==> src/rtl/whsd_pkg.sv <==
package whsd_pkg;

   // Window geometry; WINDOW is a power of two so the means reduce to shifts.
   localparam int unsigned WINDOW      = 16;
   localparam int unsigned HALF_WINDOW = WINDOW / 2;
   localparam int unsigned PTR_W       = $clog2(WINDOW);
   localparam int unsigned HALF_SHIFT  = PTR_W - 1;

   localparam int unsigned SAMPLE_W = 16;
   localparam int unsigned THR_W    = 16;
   // Running sums hold up to WINDOW full-scale samples.
   localparam int unsigned SUM_W    = SAMPLE_W + PTR_W;

   typedef enum logic [1:0] {
      EDGE_NONE = 2'd0,
      EDGE_RISE = 2'd1,
      EDGE_FALL = 2'd2
   } edge_class_type;

   // Signed divide by 2**shift, truncating toward zero.
   function automatic logic signed [SAMPLE_W-1:0] div_pow2(
      input logic signed [SUM_W-1:0] value,
      input int unsigned             shift
   );
      logic signed [SUM_W-1:0] bias;
      logic signed [SUM_W-1:0] biased;
      logic signed [SUM_W-1:0] shifted;
      bias    = value[SUM_W-1] ? SUM_W'((1 << shift) - 1) : '0;
      biased  = value + bias;
      shifted = biased >>> shift;
      return shifted[SAMPLE_W-1:0];
   endfunction

endpackage

==> src/rtl/whsd_ram.sv <==
module whsd_ram #(
   parameter int unsigned WIDTH = 16,
   parameter int unsigned DEPTH = 16
) (
   input  logic                     clock,
   input  logic                     wr_en,
   input  logic [$clog2(DEPTH)-1:0] wr_addr,
   input  logic [WIDTH-1:0]         wr_data,
   input  logic                     rd_en,
   input  logic [$clog2(DEPTH)-1:0] rd_addr_a,
   output logic [WIDTH-1:0]         rd_data_a,
   input  logic [$clog2(DEPTH)-1:0] rd_addr_b,
   output logic [WIDTH-1:0]         rd_data_b
);

   logic [WIDTH-1:0] mem_ff [DEPTH];
   logic [WIDTH-1:0] rd_a_ff;
   logic [WIDTH-1:0] rd_b_ff;

   // Write one entry, read two with registered data
   always_ff @(posedge clock) begin
      if (wr_en) begin
         mem_ff[wr_addr] <= wr_data;
      end
      if (rd_en) begin
         rd_a_ff <= mem_ff[rd_addr_a];
         rd_b_ff <= mem_ff[rd_addr_b];
      end
   end

   assign rd_data_a = rd_a_ff;
   assign rd_data_b = rd_b_ff;

endmodule

==> src/rtl/window_half_step_detector.sv <==
// Channel    Ports                           Direction   Handshake
// req        req_sample                      in          req_valid / req_stall
// rsp        rsp_*_mean, rsp_edge_class      out         rsp_valid / rsp_stall
// csr        csr_edge_threshold              in          csr_valid / csr_ready
//
// A sample is not accepted while the one before still updates the sums: the
// cycle after accept the sample RAM returns the overwritten and middle entries
// and the sums update; once the output register is free the means load into it
// as a new sample may be taken. The single RAM's read-then-write pass sets this.
// Synchronous reset clears pointer, entry valid bits, sums and threshold.
// A stalled result holds; one more sample may be in flight behind it.
module window_half_step_detector (
   input  logic                                  clock,
   input  logic                                  reset,
   input  logic                                  req_valid,
   output logic                                  req_stall,
   input  logic signed [whsd_pkg::SAMPLE_W-1:0]  req_sample,
   output logic                                  rsp_valid,
   input  logic                                  rsp_stall,
   output logic signed [whsd_pkg::SAMPLE_W-1:0]  rsp_window_mean,
   output logic signed [whsd_pkg::SAMPLE_W-1:0]  rsp_older_mean,
   output logic signed [whsd_pkg::SAMPLE_W-1:0]  rsp_recent_mean,
   output whsd_pkg::edge_class_type              rsp_edge_class,
   input  logic                                  csr_valid,
   output logic                                  csr_ready,
   input  logic [whsd_pkg::THR_W-1:0]            csr_edge_threshold
);

   import whsd_pkg::*;

   logic                        req_accept;
   logic                        out_load;
   logic [PTR_W-1:0]            mid_addr;
   logic [SAMPLE_W-1:0]         rd_old;
   logic [SAMPLE_W-1:0]         rd_mid;
   logic signed [SUM_W-1:0]     x_old;
   logic signed [SUM_W-1:0]     x_mid;
   logic signed [SUM_W-1:0]     x_new;

   logic [PTR_W-1:0]            wp_ff, wp_in;
   logic [WINDOW-1:0]           vld_ff, vld_in;
   logic                        s1_ff, s1_in;
   logic                        s2_ff, s2_in;
   logic signed [SAMPLE_W-1:0]  sample_ff, sample_in;
   logic                        old_vld_ff, old_vld_in;
   logic                        mid_vld_ff, mid_vld_in;
   logic signed [SUM_W-1:0]     older_ff, older_in;
   logic signed [SUM_W-1:0]     recent_ff, recent_in;
   logic signed [SUM_W-1:0]     total_ff, total_in;
   logic [THR_W-1:0]            thr_ff, thr_in;

   logic                        rsp_valid_ff, rsp_valid_in;
   logic signed [SAMPLE_W-1:0]  wmean_ff, wmean_in;
   logic signed [SAMPLE_W-1:0]  omean_ff, omean_in;
   logic signed [SAMPLE_W-1:0]  rmean_ff, rmean_in;
   edge_class_type              class_ff, class_in;

   logic signed [SAMPLE_W+1:0]  diff;
   logic signed [SAMPLE_W+1:0]  thr_pos;
   logic signed [SAMPLE_W+1:0]  thr_neg;

   // Handshakes: take a sample only when the sums are free next cycle
   assign out_load   = s2_ff && (!rsp_valid_ff || !rsp_stall);
   assign req_stall  = s1_ff || (s2_ff && !out_load);
   assign req_accept = req_valid && !req_stall;
   assign csr_ready  = 1'b1;
   assign mid_addr   = wp_ff + PTR_W'(HALF_WINDOW);

   whsd_ram #(
      .WIDTH (SAMPLE_W),
      .DEPTH (WINDOW)
   ) u_ram (
      .clock     (clock),
      .wr_en     (s1_ff),
      .wr_addr   (wp_ff),
      .wr_data   (sample_ff),
      .rd_en     (req_accept),
      .rd_addr_a (wp_ff),
      .rd_data_a (rd_old),
      .rd_addr_b (mid_addr),
      .rd_data_b (rd_mid)
   );

   // Never-written entries read as zero
   assign x_old = old_vld_ff ? SUM_W'($signed(rd_old)) : '0;
   assign x_mid = mid_vld_ff ? SUM_W'($signed(rd_mid)) : '0;
   assign x_new = SUM_W'(sample_ff);

   // Edge decision from the half means
   always_comb begin
      diff    = (SAMPLE_W+2)'(rmean_in) - (SAMPLE_W+2)'(omean_in);
      thr_pos = $signed({2'b00, thr_ff});
      thr_neg = -thr_pos;
   end

   // Next state: capture, update sums, load result
   always_comb begin
      wp_in        = wp_ff;
      vld_in       = vld_ff;
      s1_in        = req_accept;
      s2_in        = s2_ff;
      sample_in    = sample_ff;
      old_vld_in   = old_vld_ff;
      mid_vld_in   = mid_vld_ff;
      older_in     = older_ff;
      recent_in    = recent_ff;
      total_in     = total_ff;
      thr_in       = thr_ff;
      rsp_valid_in = rsp_valid_ff;
      wmean_in     = div_pow2(total_ff, PTR_W);
      omean_in     = div_pow2(older_ff, HALF_SHIFT);
      rmean_in     = div_pow2(recent_ff, HALF_SHIFT);
      class_in     = class_ff;

      if (csr_valid) begin
         thr_in = csr_edge_threshold;
      end

      // Capture the sample and the valid bits of the two entries read
      if (req_accept) begin
         sample_in  = req_sample;
         old_vld_in = vld_ff[wp_ff];
         mid_vld_in = vld_ff[mid_addr];
      end

      // Slide both halves by one entry and write the new sample
      if (s1_ff) begin
         older_in      = older_ff - x_old + x_mid;
         recent_in     = recent_ff - x_mid + x_new;
         total_in      = total_ff - x_old + x_new;
         vld_in[wp_ff] = 1'b1;
         wp_in         = wp_ff + PTR_W'(1);
         s2_in         = 1'b1;
      end else if (out_load) begin
         s2_in = 1'b0;
      end

      // Output register: load a fresh result or drop a taken one
      if (out_load) begin
         rsp_valid_in = 1'b1;
         if (diff > thr_pos) begin
            class_in = EDGE_RISE;
         end else if (diff < thr_neg) begin
            class_in = EDGE_FALL;
         end else begin
            class_in = EDGE_NONE;
         end
      end else begin
         wmean_in = wmean_ff;
         omean_in = omean_ff;
         rmean_in = rmean_ff;
         if (!rsp_stall) begin
            rsp_valid_in = 1'b0;
         end
      end
   end

   // Control state
   always_ff @(posedge clock) begin
      if (reset) begin
         wp_ff        <= '0;
         vld_ff       <= '0;
         s1_ff        <= 1'b0;
         s2_ff        <= 1'b0;
         older_ff     <= '0;
         recent_ff    <= '0;
         total_ff     <= '0;
         thr_ff       <= '0;
         rsp_valid_ff <= 1'b0;
      end else begin
         wp_ff        <= wp_in;
         vld_ff       <= vld_in;
         s1_ff        <= s1_in;
         s2_ff        <= s2_in;
         older_ff     <= older_in;
         recent_ff    <= recent_in;
         total_ff     <= total_in;
         thr_ff       <= thr_in;
         rsp_valid_ff <= rsp_valid_in;
      end
   end

   // Payload
   always_ff @(posedge clock) begin
      sample_ff  <= sample_in;
      old_vld_ff <= old_vld_in;
      mid_vld_ff <= mid_vld_in;
      wmean_ff   <= wmean_in;
      omean_ff   <= omean_in;
      rmean_ff   <= rmean_in;
      class_ff   <= class_in;
   end

   assign rsp_valid       = rsp_valid_ff;
   assign rsp_window_mean = wmean_ff;
   assign rsp_older_mean  = omean_ff;
   assign rsp_recent_mean = rmean_ff;
   assign rsp_edge_class  = class_ff;

endmodule

==> config.mk <==
export PLATFORM = sky130hd
export DESIGN_NAME = window_half_step_detector
export DESIGN_NICKNAME = d
export VERILOG_FILES = /design/src/rtl/whsd_pkg.sv /design/src/rtl/whsd_ram.sv /design/src/rtl/window_half_step_detector.sv
export SDC_FILE = /design/constraint.sdc
export NUM_CORES = 1
export LEC_CHECK = 0
export BUFFER_PORTS_ARGS = -buffer_cell sky130_fd_sc_hd__buf_4
export CAP_MARGIN = 40
export CELL_PAD_IN_SITES_DETAIL_PLACEMENT = 1
export CELL_PAD_IN_SITES_GLOBAL_PLACEMENT = 1
export CORE_AREA = 5 5 229 231
export DETAILED_ROUTE_END_ITERATION = 16
export DIE_AREA = 0 0 234 236
export MAX_ROUTING_LAYER = met4
export PLACE_DENSITY_LB_ADDON = 0.12
export SETUP_SLACK_MARGIN = 0.3
export SLEW_MARGIN = 20
export SYNTH_ARGS = -nofsm -noshare
export SYNTH_HDL_FRONTEND = slang
export SYNTH_HIERARCHICAL = 1
export SYNTH_SLANG_ARGS = --single-unit
export TNS_END_PERCENT = 10
==> constraint.sdc <==
create_clock -name clock -period 7.9 [get_ports clock]
set_input_delay 1.185 -clock clock [delete_from_list [all_inputs] [get_ports clock]]
set_output_delay 1.185 -clock clock [all_outputs]
set_load 0.1 [all_outputs]
==> results of run 1 <==
## worst min path at each step
stage | startpoint | endpoint
2_1_floorplan | vld_ff[10]$_SDFFE_PP0P_ | vld_ff[10]$_SDFFE_PP0P_
3_5_place_dp | vld_ff[3]$_SDFFE_PP0P_ | vld_ff[3]$_SDFFE_PP0P_
5_1_grt | vld_ff[12]$_SDFFE_PP0P_ | vld_ff[12]$_SDFFE_PP0P_
4_1_cts | vld_ff[3]$_SDFFE_PP0P_ | vld_ff[3]$_SDFFE_PP0P_
6_report | vld_ff[3]$_SDFFE_PP0P_ | vld_ff[3]$_SDFFE_PP0P_
3_3_place_gp | vld_ff[13]$_SDFFE_PP0P_ | vld_ff[13]$_SDFFE_PP0P_
## stage by stage
| stage | util, % | power (uW) | cells | worst slack [ns] | cell area (um^2) |
|---|---|---|---|---|---|
| floorplan | - | 5200 | 2102 | 1.99 | 25600 |
| global placement | 54.1 | 5880 | 2807 | 1.97 | 27000 |
| detailed placement | 54.5 | 5980 | 2819 | 1.85 | 27200 |
| CTS | 57.7 | 8270 | 2912 | 2.02 | 28800 |
| global route | 57.8 | 8700 | 2914 | 1.58 | 28800 |
| finish | 57.8 | 8190 | 2914 | 2.05 | 28800 |
## area by class of cell
type | instances | area [um^2] | share of cell area, %
Clock buffer | 75 | 1420 | 4.92
Multi-Input combinational cell | 1306 | 11900 | 41.5
Tap cell | 672 | 841 | 2.92
Timing Repair Buffer | 128 | 1110 | 3.85
Sequential cell | 455 | 12400 | 42.9
Clock inverter | 18 | 161 | 0.560
Inverter | 260 | 976 | 3.39
## cells by family after synthesis
family                   Yosys count
XOR/XNOR                         120
AO/OA/AOI/OAI                    328
flip-flops                       455
other                              1
multiplexers                     203
AND/OR/NAND/NOR                  478
adder cells (fa/ha/maj)          176
buffers and inverters            341
## where the power goes
part | total [uW] | switching [uW] | internal [uW]
Sequential | 2860 | 153 | 2710
Combinational | 3070 | 1890 | 1180
Clock | 2260 | 977 | 1280
## routing by layer
metal  up-vias  wire length (um)
li1       7827                 -
met1      8705             28300
met2       395             35900
met3       107              3240
met4         0              2160
met5         -                 0
## cells in the final DEF, fill, tap and decap left out, types with 58 or more instances in the layout
master,instances
sky130_fd_sc_hd__a21oi_1,89
sky130_fd_sc_hd__a22oi_1,65
sky130_fd_sc_hd__buf_4,113
sky130_fd_sc_hd__dfxtp_1,128
sky130_fd_sc_hd__edfxtp_1,324
sky130_fd_sc_hd__fa_1,58
sky130_fd_sc_hd__ha_1,114
sky130_fd_sc_hd__inv_1,260
sky130_fd_sc_hd__mux2i_1,67
sky130_fd_sc_hd__mux4_2,113
sky130_fd_sc_hd__nand2_1,109
sky130_fd_sc_hd__nor2_1,198
sky130_fd_sc_hd__xnor2_1,93
## worst min-delay path: stages (launching register included)
cell and delay [ns]:
sky130_fd_sc_hd__dfxtp_1 0.33, sky130_fd_sc_hd__a21oi_1 0.04, sky130_fd_sc_hd__nor2_1 0.07
## registers in the layout (all words and copies together) (netlist names)
| name | count |
|---|---|
| vld_ff | 16 |
| u_ram/mem_ff | 256 |
| s1_ff | 1 |
| recent_ff | 20 |
| total_ff | 20 |
| rsp_edge_class | 2 |
| u_ram/rd_data_a | 16 |
| older_ff | 20 |
| thr_ff | 16 |
| s2_ff | 1 |
| rsp_window_mean | 16 |
| rsp_older_mean | 16 |
| u_ram/rd_data_b | 16 |
| old_vld_ff | 1 |
| sample_ff | 16 |
| rsp_valid | 1 |
| mid_vld_ff | 1 |
| wp_ff | 4 |
| rsp_recent_mean | 16 |
==> impl_metrics.tcl, run 1 <==
set metrics [dict create \
    grt_overflow 0 \
    synthToLayoutAreaGrowth_pct 12.3 \
    cp_num_buf_inv 0 \
    tritoncts_num_sinks 455 \
    vertical_die_dimension_um 236 \
    yosys_warnings 6 \
    maxCapViolCount 0 \
    numnets_final 2411 \
    synth_top_area_share_pct 37.9 \
    clk_path_buf_depth 3 \
    synth.cell_area_mm2 0.0256 \
    relSlewSlack_pct 39.7 \
    tritoncts_buffer_count 51 \
    post-route-min-period_ns 5.85 \
    pin_count_of_the_biggest_net_entering_global_routing 93 \
    worstPathArrival_ns 6.19 \
    largest_family_of_logic_cells_by_synthesized_area "multiplexers" \
    final-max-slew-violation-count 0 \
    grtUsageMet3_pct 4.14 \
    netlist.top_cell.by_area "sky130_fd_sc_hd__edfxtp_1" \
    critical_path.reg2reg.startpoint "recent_ff[19]$_SDFFE_PP0P_" \
    post-cts-setup-buffer-count 0 \
    timing.setup.tns_ns 0 \
    global_route.usage.total_pct 26.0 \
    first_global_vias 18500 \
    global_route_wire_length_before_repair_um 108000 \
    die_w_um 234 \
    final-hold-violation-count 0 \
    path_cells "ha_1, a31o_2, a21oi_1, nor4_1, and3_1, nand4_1, nor2_1, and4_1, xnor2_1, a21oi_1, ha_1, and4_1, o311ai_0, a31oi_1, o21a_1, nor2_1, xnor2_1, ha_1, nand3_1, o41a_1, o21ai_1, a21oi_1" \
    critPathCaptureType "flip-flop" \
    clk_pin_slew_ns 0.06 \
    timing.clock.skew_ns 0.0390 \
    synth_simple_gate_area_share_pct 8.60 \
    cp-startpoint "recent_ff[19]$_SDFFE_PP0P_" \
    timing.setup.critical_path_class "reg2reg" \
    gr-usage-met2_pct 44.4 \
    top_level_ports 90 \
    drt_pre_antenna_iters 7 \
    post_drt_via_cell_ratio 5.85 \
    insertion_delay_ns 0.62 \
    achievable-frequency_mhz 171 \
    antenna_found_initial 0 \
    wl_per_cell_um 23.9 \
    detail_route.drc_violations 0 \
    hold_path.class "reg2reg" \
    cts_repair_resize_count 0 \
    slew_at_the_pin_closest_to_its_max_slew_limit_ns 0.893 \
    n_fill_cell 5043 \
    cp.depth 22 \
    grt_util_met1_pct 32.0 \
    cp_max_delay_cell "sky130_fd_sc_hd__o41a_1" \
    p_per_area_mw_per_mm2 284 \
    antenna_cells 0 \
    post_synthesis_register_bit_count 455 \
    cellLeakagePower_uw 0.0110 \
    fraction_of_final_layout_cells_with_drive_strength_greater_than_1_pct 15.4 \
    status "finished, final reports clean" \
    slowest_delay_ns 0.45 \
    postRouteWirelength_um 69600 \
    synth.area.mux_share_pct 14.8 \
    synthCells 2102 \
    holdPathStages 2 \
    finalCritPeriodShare_pct 74.0 \
    synth_area_in_compound_gates_pct 8.66 \
    master_cell_of_the_clock_root_buffer "sky130_fd_sc_hd__clkbuf_16" \
    fp.coreArea_mm2 0.0499 \
    synth_top_cells_by_area "sky130_fd_sc_hd__edfxtp_1 38%, sky130_fd_sc_hd__dfxtp_1 10%, sky130_fd_sc_hd__mux4_2 9.9%" \
    crit_path_start_kind "flip-flop" \
    gpl.final_weighted_congestion 0.846 \
    die_ar_mm2 0.0552 \
    grt_busiest_layer "met2" \
    synthesis.nets 2311 \
    io_buffer_count 88 \
    r2r_slack_ns 2.05 \
    std_cell_rows 82 \
    cp_data_required_time_ns 8.24 \
    vias 17000 \
    synth_xor_area_share_pct 4.10 \
    rsz_0062_raised_after_global_routing "false" \
    setup_viol_count_final 0 \
    worst_setup_path_endpoint "rsp_edge_class[1]$_SDFFCE_PN0N_" \
    critPathMaxFanout 8 \
    yosysSeqAreaShare_pct 48.2 \
    floorplan.initialDensity_pct 51.4 \
    ir_worst_vdd_mv 0.202 \
    post_cts_hold_buffer_count 0 \
    drt_iter0_drc 1169 \
    ys_dominant_reg_cell "sky130_fd_sc_hd__edfxtp_1" \
    fraction_of_the_mapped_netlist_area_in_adder_cells_pct 10.2 \
    synthMostInstantiatedCell "sky130_fd_sc_hd__edfxtp_1" \
    worstReg2RegEnd "rsp_edge_class[1]$_SDFFCE_PN0N_" \
    antenna_left 0 \
    cts_tree "yes" \
    whs_ns 0.474 \
    detailedPlacementHpwl_um 50600 \
    synth-edff-count 324 \
    yosysUniqueCellTypes 78 \
    synth_async_sr_flop_share_pct 0 \
    rr_worst_depth 22 \
    avgSynthCellArea_um2 12.2 \
    crit_family "simple AND/OR/NAND/NOR gates" \
    top_post_synthesis_cells_by_count "324 x sky130_fd_sc_hd__edfxtp_1, 260 x sky130_fd_sc_hd__inv_1, 200 x sky130_fd_sc_hd__nor2_1" \
    cts-htree-levels 2 \
]
Power figures use the tool's default switching activity.
==> run 2, diff against run 1 <==
--- a/config.mk
+++ b/config.mk
@@ -9,9 +9,9 @@
 export CAP_MARGIN = 40
 export CELL_PAD_IN_SITES_DETAIL_PLACEMENT = 1
 export CELL_PAD_IN_SITES_GLOBAL_PLACEMENT = 1
-export CORE_AREA = 5 5 229 231
+export CORE_AREA = 5 5 240 242
 export DETAILED_ROUTE_END_ITERATION = 16
-export DIE_AREA = 0 0 234 236
+export DIE_AREA = 0 0 245 247
 export MAX_ROUTING_LAYER = met4
 export PLACE_DENSITY_LB_ADDON = 0.12
 export SETUP_SLACK_MARGIN = 0.3
==> constraint.sdc (replaced) <==
create_clock -name clock -period 4.8 [get_ports clock]
set_input_delay 0.72 -clock clock [delete_from_list [all_inputs] [get_ports clock]]
set_output_delay 0.72 -clock clock [all_outputs]
set_load 0.1 [all_outputs]
==> run 2 against run 1 <==
Net effect:
- the flow now finishes with violations (setup timing)
- via count up 2.4%
- global-route usage down 1.9 points
- cell count rose by 4.7%
- core utilization is 2.9 points lower
- largest power group unchanged
==> impl_metrics.tcl, run 2 (synthesis results as in run 1) <==
set metrics [dict create \
    gpl.final_weighted_congestion 0.865 \
    design_power_total_uw 14400 \
    antenna_cells 0 \
    antenna_found_initial 0 \
    tritoncts_buffer_count 52 \
    final-hold-violation-count 0 \
    finalCritPeriodShare_pct 103 \
    regMostFlops "u_ram/mem_ff" \
    final-instance-count-excl-fill 3051 \
    master_cell_of_the_clock_root_buffer "sky130_fd_sc_hd__clkbuf_16" \
    wl_per_cell_um 23.3 \
    hold_path.class "in2reg" \
    first_global_vias 18600 \
    placed_cells_incl_taps 2948 \
    global_route_wire_length_before_repair_um 109000 \
    setup_viol_count_final 2 \
    detailedPlacementHpwl_um 53000 \
    cp_data_required_time_ns 5.25 \
    drt_pre_antenna_iters 5 \
    critPathMaxFanout 3 \
    status "complete, but fails checks" \
    rsz_0062_raised_after_global_routing "true" \
    timing.final.ws_setup_ns -0.157 \
    tritoncts_num_sinks 455 \
    floorplan.initialDensity_pct 46.7 \
    cellLeakagePower_uw 0.0117 \
    die_ar_mm2 0.0605 \
    global_route.usage.total_pct 24.1 \
    violations "setup timing" \
    crit_path_start_kind "flip-flop" \
    post_drt_via_cell_ratio 5.72 \
    critPathCaptureType "flip-flop" \
    largest_register_ff_count 256 \
    timing.setup.tns_ns -0.166 \
    achievable-frequency_mhz 202 \
    synthToLayoutAreaGrowth_pct 17.3 \
    timing.clock.skew_ns 0.0522 \
    final_common_cell "sky130_fd_sc_hd__edfxtp_1" \
    postRouteWirelength_um 71100 \
    clk_path_buf_depth 3 \
    worstPathArrival_ns 5.40 \
    detail_route.drc_violations 0 \
    numnets_final 2516 \
    p_per_area_mw_per_mm2 480 \
    vertical_die_dimension_um 247 \
    ir_worst_vdd_mv 0.303 \
    io_buffer_count 88 \
    final-max-slew-violation-count 0 \
    antenna_left 0 \
    cts-htree-levels 2 \
    vias 17400 \
    post-route-min-period_ns 4.96 \
    pin_count_of_the_biggest_net_entering_global_routing 69 \
    top_level_ports 90 \
    drt_iter0_drc 1040 \
    insertion_delay_ns 0.64 \
    grt_overflow 0 \
    cts_tree "yes" \
    post_cts_hold_buffer_count 0 \
    timing.setup.critical_path_class "reg2reg" \
    slew_at_the_pin_closest_to_its_max_slew_limit_ns 0.829 \
    die_w_um 245 \
    mostFrequentLayoutCells "324 x sky130_fd_sc_hd__edfxtp_1, 260 x sky130_fd_sc_hd__inv_1, 218 x sky130_fd_sc_hd__buf_4" \
    fp.coreArea_mm2 0.0549 \
    fraction_of_final_layout_cells_with_drive_strength_greater_than_1_pct 22.0 \
    std_cell_rows 86 \
    clk_pin_slew_ns 0.06 \
    maxCapViolCount 0 \
    relSlewSlack_pct 44.6 \
]
-- run 2: critical path: stages (launching register included) --
cell	delay, ns
sky130_fd_sc_hd__dfxtp_2	0.34
sky130_fd_sc_hd__ha_4	0.24
sky130_fd_sc_hd__a31o_4	0.22
sky130_fd_sc_hd__a21oi_4	0.21
sky130_fd_sc_hd__buf_4	0.14
sky130_fd_sc_hd__xnor2_1	0.05
sky130_fd_sc_hd__mux2_2	0.27
sky130_fd_sc_hd__ha_1	0.25
sky130_fd_sc_hd__fa_1	0.41
sky130_fd_sc_hd__nand2b_1	0.23
sky130_fd_sc_hd__a21o_1	0.19
sky130_fd_sc_hd__a21oi_1	0.20
sky130_fd_sc_hd__xor2_1	0.24
sky130_fd_sc_hd__ha_1	0.29
sky130_fd_sc_hd__a21o_1	0.19
sky130_fd_sc_hd__a211o_1	0.29
sky130_fd_sc_hd__maj3_1	0.34
sky130_fd_sc_hd__maj3_2	0.31
sky130_fd_sc_hd__o211ai_2	0.07
sky130_fd_sc_hd__o2111ai_1	0.13
sky130_fd_sc_hd__a21oi_1	0.16
-- run 2: per-stage QoR --
step                utilization, %  cell area [um^2]  hold WS, ns  worst slack, ns
floorplan                        -             25800        0.431            0.109
global placement              50.8             27900        0.443           -0.262
detailed placement            51.1             28100        0.463           -0.328
CTS                           54.6             30000        0.226           -0.177
global route                  54.8             30100        0.234           -0.388
finish                        54.8             30100        0.257           -0.157
-- run 2: layer usage --
layer  up-vias  GRT usage (%)  wire, um
met5         -              -         0
met4         0           7.94      2330
met3       110           3.15      3130
met2       388           42.8     36800
met1      8907           28.7     28800
li1       8039              -         -
-- run 2: timing repair --
| item | in CTS | in global routing |
|---|---|---|
| resized for setup | 36 | 22 |
| setup buffers | 6 | 2 |
| setup endpoints to repair | 9 | 11 |
| pin swaps | 36 | 6 |
-- run 2: worst paths after layout --
path                                                start                         endpoint  slack (ns)  depth (start not counted)
worst max-delay path            older_ff[19]$_SDFFE_PP0P_  rsp_edge_class[1]$_SDFFCE_PN0N_       -0.16                         20
worst min-delay path                       req_sample[10]          sample_ff[10]$_DFFE_PP_        0.26                          1
worst max register to register  older_ff[19]$_SDFFE_PP0P_  rsp_edge_class[1]$_SDFFCE_PN0N_       -0.16                         20
worst min register to register     vld_ff[8]$_SDFFE_PP0P_           vld_ff[8]$_SDFFE_PP0P_        0.47                          2
-- run 2: report_power, final --
part	internal [uW]	switching, uW	total (uW)
sequential	4460	243	4700
combinational	2410	3370	5770
clock	2280	1680	3960
-- run 2: layout make-up --
type | count | area, um^2
well taps | 704 | 881
clock inverters | 26 | 290
clock buffers | 68 | 1430
multi-input cells | 1306 | 12300
flip-flops and latches | 455 | 12400
fillers | 5586 | 24800
repair buffers | 232 | 1890
inverters | 260 | 976
==> run 3, diff against run 2 <==
--- a/config.mk
+++ b/config.mk
@@ -5,7 +5,7 @@
 export SDC_FILE = /design/constraint.sdc
 export NUM_CORES = 1
 export LEC_CHECK = 0
-export BUFFER_PORTS_ARGS = -buffer_cell sky130_fd_sc_hd__buf_4
+export BUFFER_PORTS_ARGS = -buffer_cell sky130_fd_sc_hd__buf_2
 export CAP_MARGIN = 40
 export CELL_PAD_IN_SITES_DETAIL_PLACEMENT = 1
 export CELL_PAD_IN_SITES_GLOBAL_PLACEMENT = 1
==> run 3 against run 2 <==
Net effect:
- the run still ends with setup timing left
- die area unchanged
- via count decreased by 0.29%
- worst hold slack about the same
- non-clock buffer count increased by 1
- sequential share of layout area increased by 0.42 points
- cell count about the same
- combinational power decreased by 2%
- sequential power about the same
- critical path depth increased by 3
- fmax about the same
- total power decreased by 1.3%
- flip-flop and latch count unchanged
- largest power group unchanged
==> impl_metrics.tcl, run 3 (synthesis results as in run 1) <==
set metrics [dict create \
    critPathCaptureType "flip-flop" \
    power_frac_comb_pct 39.8 \
    master_cell_of_the_clock_root_buffer "sky130_fd_sc_hd__clkbuf_16" \
    clk_path_buf_depth 3 \
    wl_per_cell_um 23.1 \
    largest_register_ff_count 256 \
    vias 17400 \
    postRouteWirelength_um 70600 \
    p_sw_share_pct 36.9 \
    seq_area_mm2 0.0124 \
    achievable-frequency_mhz 202 \
    internal-power_uw 9000 \
    antenna_cells 0 \
    timing.clock.skew_ns 0.0535 \
    drt_iter0_drc 1137 \
    antenna_left 0 \
    path_cells "ha_4, a31o_4, a21oi_4, nor2_4, xnor2_1, a21o_1, ha_1, nor2b_4, o31a_1, or4_4, a21oi_4, o21ai_2, xor2_2, ha_1, nand2_2, nor2_4, nand2_2, o21ai_2, maj3_2, a211oi_2, o41a_1, o21ai_1, a21oi_1" \
    antenna_found_initial 0 \
    power.net_switching_uw 5260 \
    relSlewSlack_pct 49.8 \
    io_buffer_count 88 \
    power_frac_clock_pct 27.2 \
    rsz_0062_raised_after_global_routing "true" \
    whs_ns 0.257 \
    crit_path_start_kind "flip-flop" \
    fp.coreArea_mm2 0.0549 \
    n_fill_cell 5655 \
    post_drt_via_cell_ratio 5.70 \
    mostFrequentLayoutCells "324 x sky130_fd_sc_hd__edfxtp_1, 259 x sky130_fd_sc_hd__inv_1, 194 x sky130_fd_sc_hd__nor2_1" \
    numnets_final 2517 \
    die_w_um 245 \
    cts_tree "yes" \
    final-max-slew-violation-count 0 \
    timing.setup.critical_path_class "reg2reg" \
    detail_route.drc_violations 0 \
    global_route.usage.total_pct 24.1 \
    ir_worst_vdd_mv 0.315 \
    status "complete, but fails checks" \
    cellLeakagePower_uw 0.0115 \
    clk_pin_slew_ns 0.06 \
    detailedPlacementHpwl_um 52200 \
    global_route_wire_length_before_repair_um 110000 \
    timing.setup.tns_ns -0.259 \
    tritoncts_buffer_count 52 \
    first_global_vias 18900 \
    multi_input_area_mm2 0.0122 \
    hold_path.class "in2reg" \
    top_level_ports 90 \
    std_cell_rows 86 \
    grt_overflow 0 \
    p_per_area_mw_per_mm2 479 \
    violations "setup timing" \
    setup_viol_count_final 2 \
    drt_pre_antenna_iters 5 \
    slew_at_the_pin_closest_to_its_max_slew_limit_ns 0.752 \
    tritoncts_num_sinks 455 \
    critPathMaxFanout 3 \
    final_common_cell "sky130_fd_sc_hd__edfxtp_1" \
    slowest_delay_ns 0.58 \
    finalCritPeriodShare_pct 103 \
    floorplan.initialDensity_pct 46.7 \
    die_ar_mm2 0.0605 \
    gpl.final_weighted_congestion 0.901 \
    vertical_die_dimension_um 247 \
    regMostFlops "u_ram/mem_ff" \
    pin_count_of_the_biggest_net_entering_global_routing 98 \
    cts-htree-levels 2 \
    insertion_delay_ns 0.64 \
    cp_data_required_time_ns 5.16 \
    timing.final.ws_setup_ns -0.160 \
    cp_max_delay_cell "sky130_fd_sc_hd__or4_4" \
    final-hold-violation-count 0 \
    synthToLayoutAreaGrowth_pct 16.2 \
    power_frac_seq_pct 33.0 \
    maxCapViolCount 0 \
    worstPathArrival_ns 5.32 \
    post-route-min-period_ns 4.96 \
    fraction_of_final_layout_cells_with_drive_strength_greater_than_1_pct 21.3 \
]
run 3: changes by cell type in the layout (fill, tap and decap cells not counted), sizes merged:
| cell | previous run | this run |
|---|---|---|
| buf | 232 | 233 |
| clkbuf | 68 | 65 |
| clkinvlp | 1 | 3 |
| inv | 263 | 262 |
run 3: worst paths after layout:
| path | from | to | slack [ns] | cells past startpoint |
|---|---|---|---|---|
| worst min register to register | vld_ff[13]$_SDFFE_PP0P_ | vld_ff[13]$_SDFFE_PP0P_ | 0.47 | 2 |
| worst max register to register | older_ff[19]$_SDFFE_PP0P_ | rsp_edge_class[1]$_SDFFCE_PN0N_ | -0.16 | 23 |
| worst max-delay path | older_ff[19]$_SDFFE_PP0P_ | rsp_edge_class[1]$_SDFFCE_PN0N_ | -0.16 | 23 |
| worst min-delay path | req_sample[10] | sample_ff[10]$_DFFE_PP_ | 0.26 | 1 |
run 3: critical path, delay by kind of cell (launching register included):
kind                       cells  cell delay, ns
AOI/OAI and AO/OA             11            1.97
adders and majority gates      4            1.06
xor gates and xnor gates       2            0.30
and+or+nand+nor                6            1.04
DFF                            1            0.34
run 3: area by class of cell:
type                            instances  share of cell area, %
Tap cell                              704                   2.96
Multi-Input combinational cell       1306                   41.1
Timing Repair Buffer                  233                   5.61
Inverter                              260                   3.28
Clock buffer                           65                   4.60
Sequential cell                       455                   41.5
Clock inverter                         27                  0.974
run 3: routing by layer:
| metal | routed length (um) | share of wire [%] | track usage [%] |
|---|---|---|---|
| met1 | 29000 | 41 | 29.4 |
| met2 | 36600 | 52 | 42.7 |
| met3 | 3030 | 4.3 | 3.06 |
| met4 | 1990 | 2.8 | 6.52 |
| met5 | 0 | 0 | - |
run 3: per-stage QoR:
step,setup WS (ns),instances,utilization [%],power (uW),cell area [um^2]
5_1_grt,-0.322,3050,54.3,15100,29800
3_5_place_dp,-0.225,2945,50.6,10200,27800
4_1_cts,-0.0901,3044,54.1,14300,29700
3_3_place_gp,-0.199,2934,50.3,10100,27600
6_report,-0.160,3050,54.3,14300,29800
2_1_floorplan,0.109,2102,-,8600,25800
run 3: power by group through the flow:
stage	clock network, uW	logic, uW	registers [uW]
6_report	3880	5680	4700
5_1_grt	4150	6240	4730
4_1_cts	3960	5630	4700
3_5_place_dp	0	5460	4780
3_3_place_gp	0	5290	4780
2_1_floorplan	0	3330	5270
run 3: timing repair:
action | CTS | global route
resized for setup | 30 | 17
pin swaps | 44 | 20
buffers inserted | 7 | 5
hold buffers | 0 | 0
setup endpoints to repair | 2 | 7
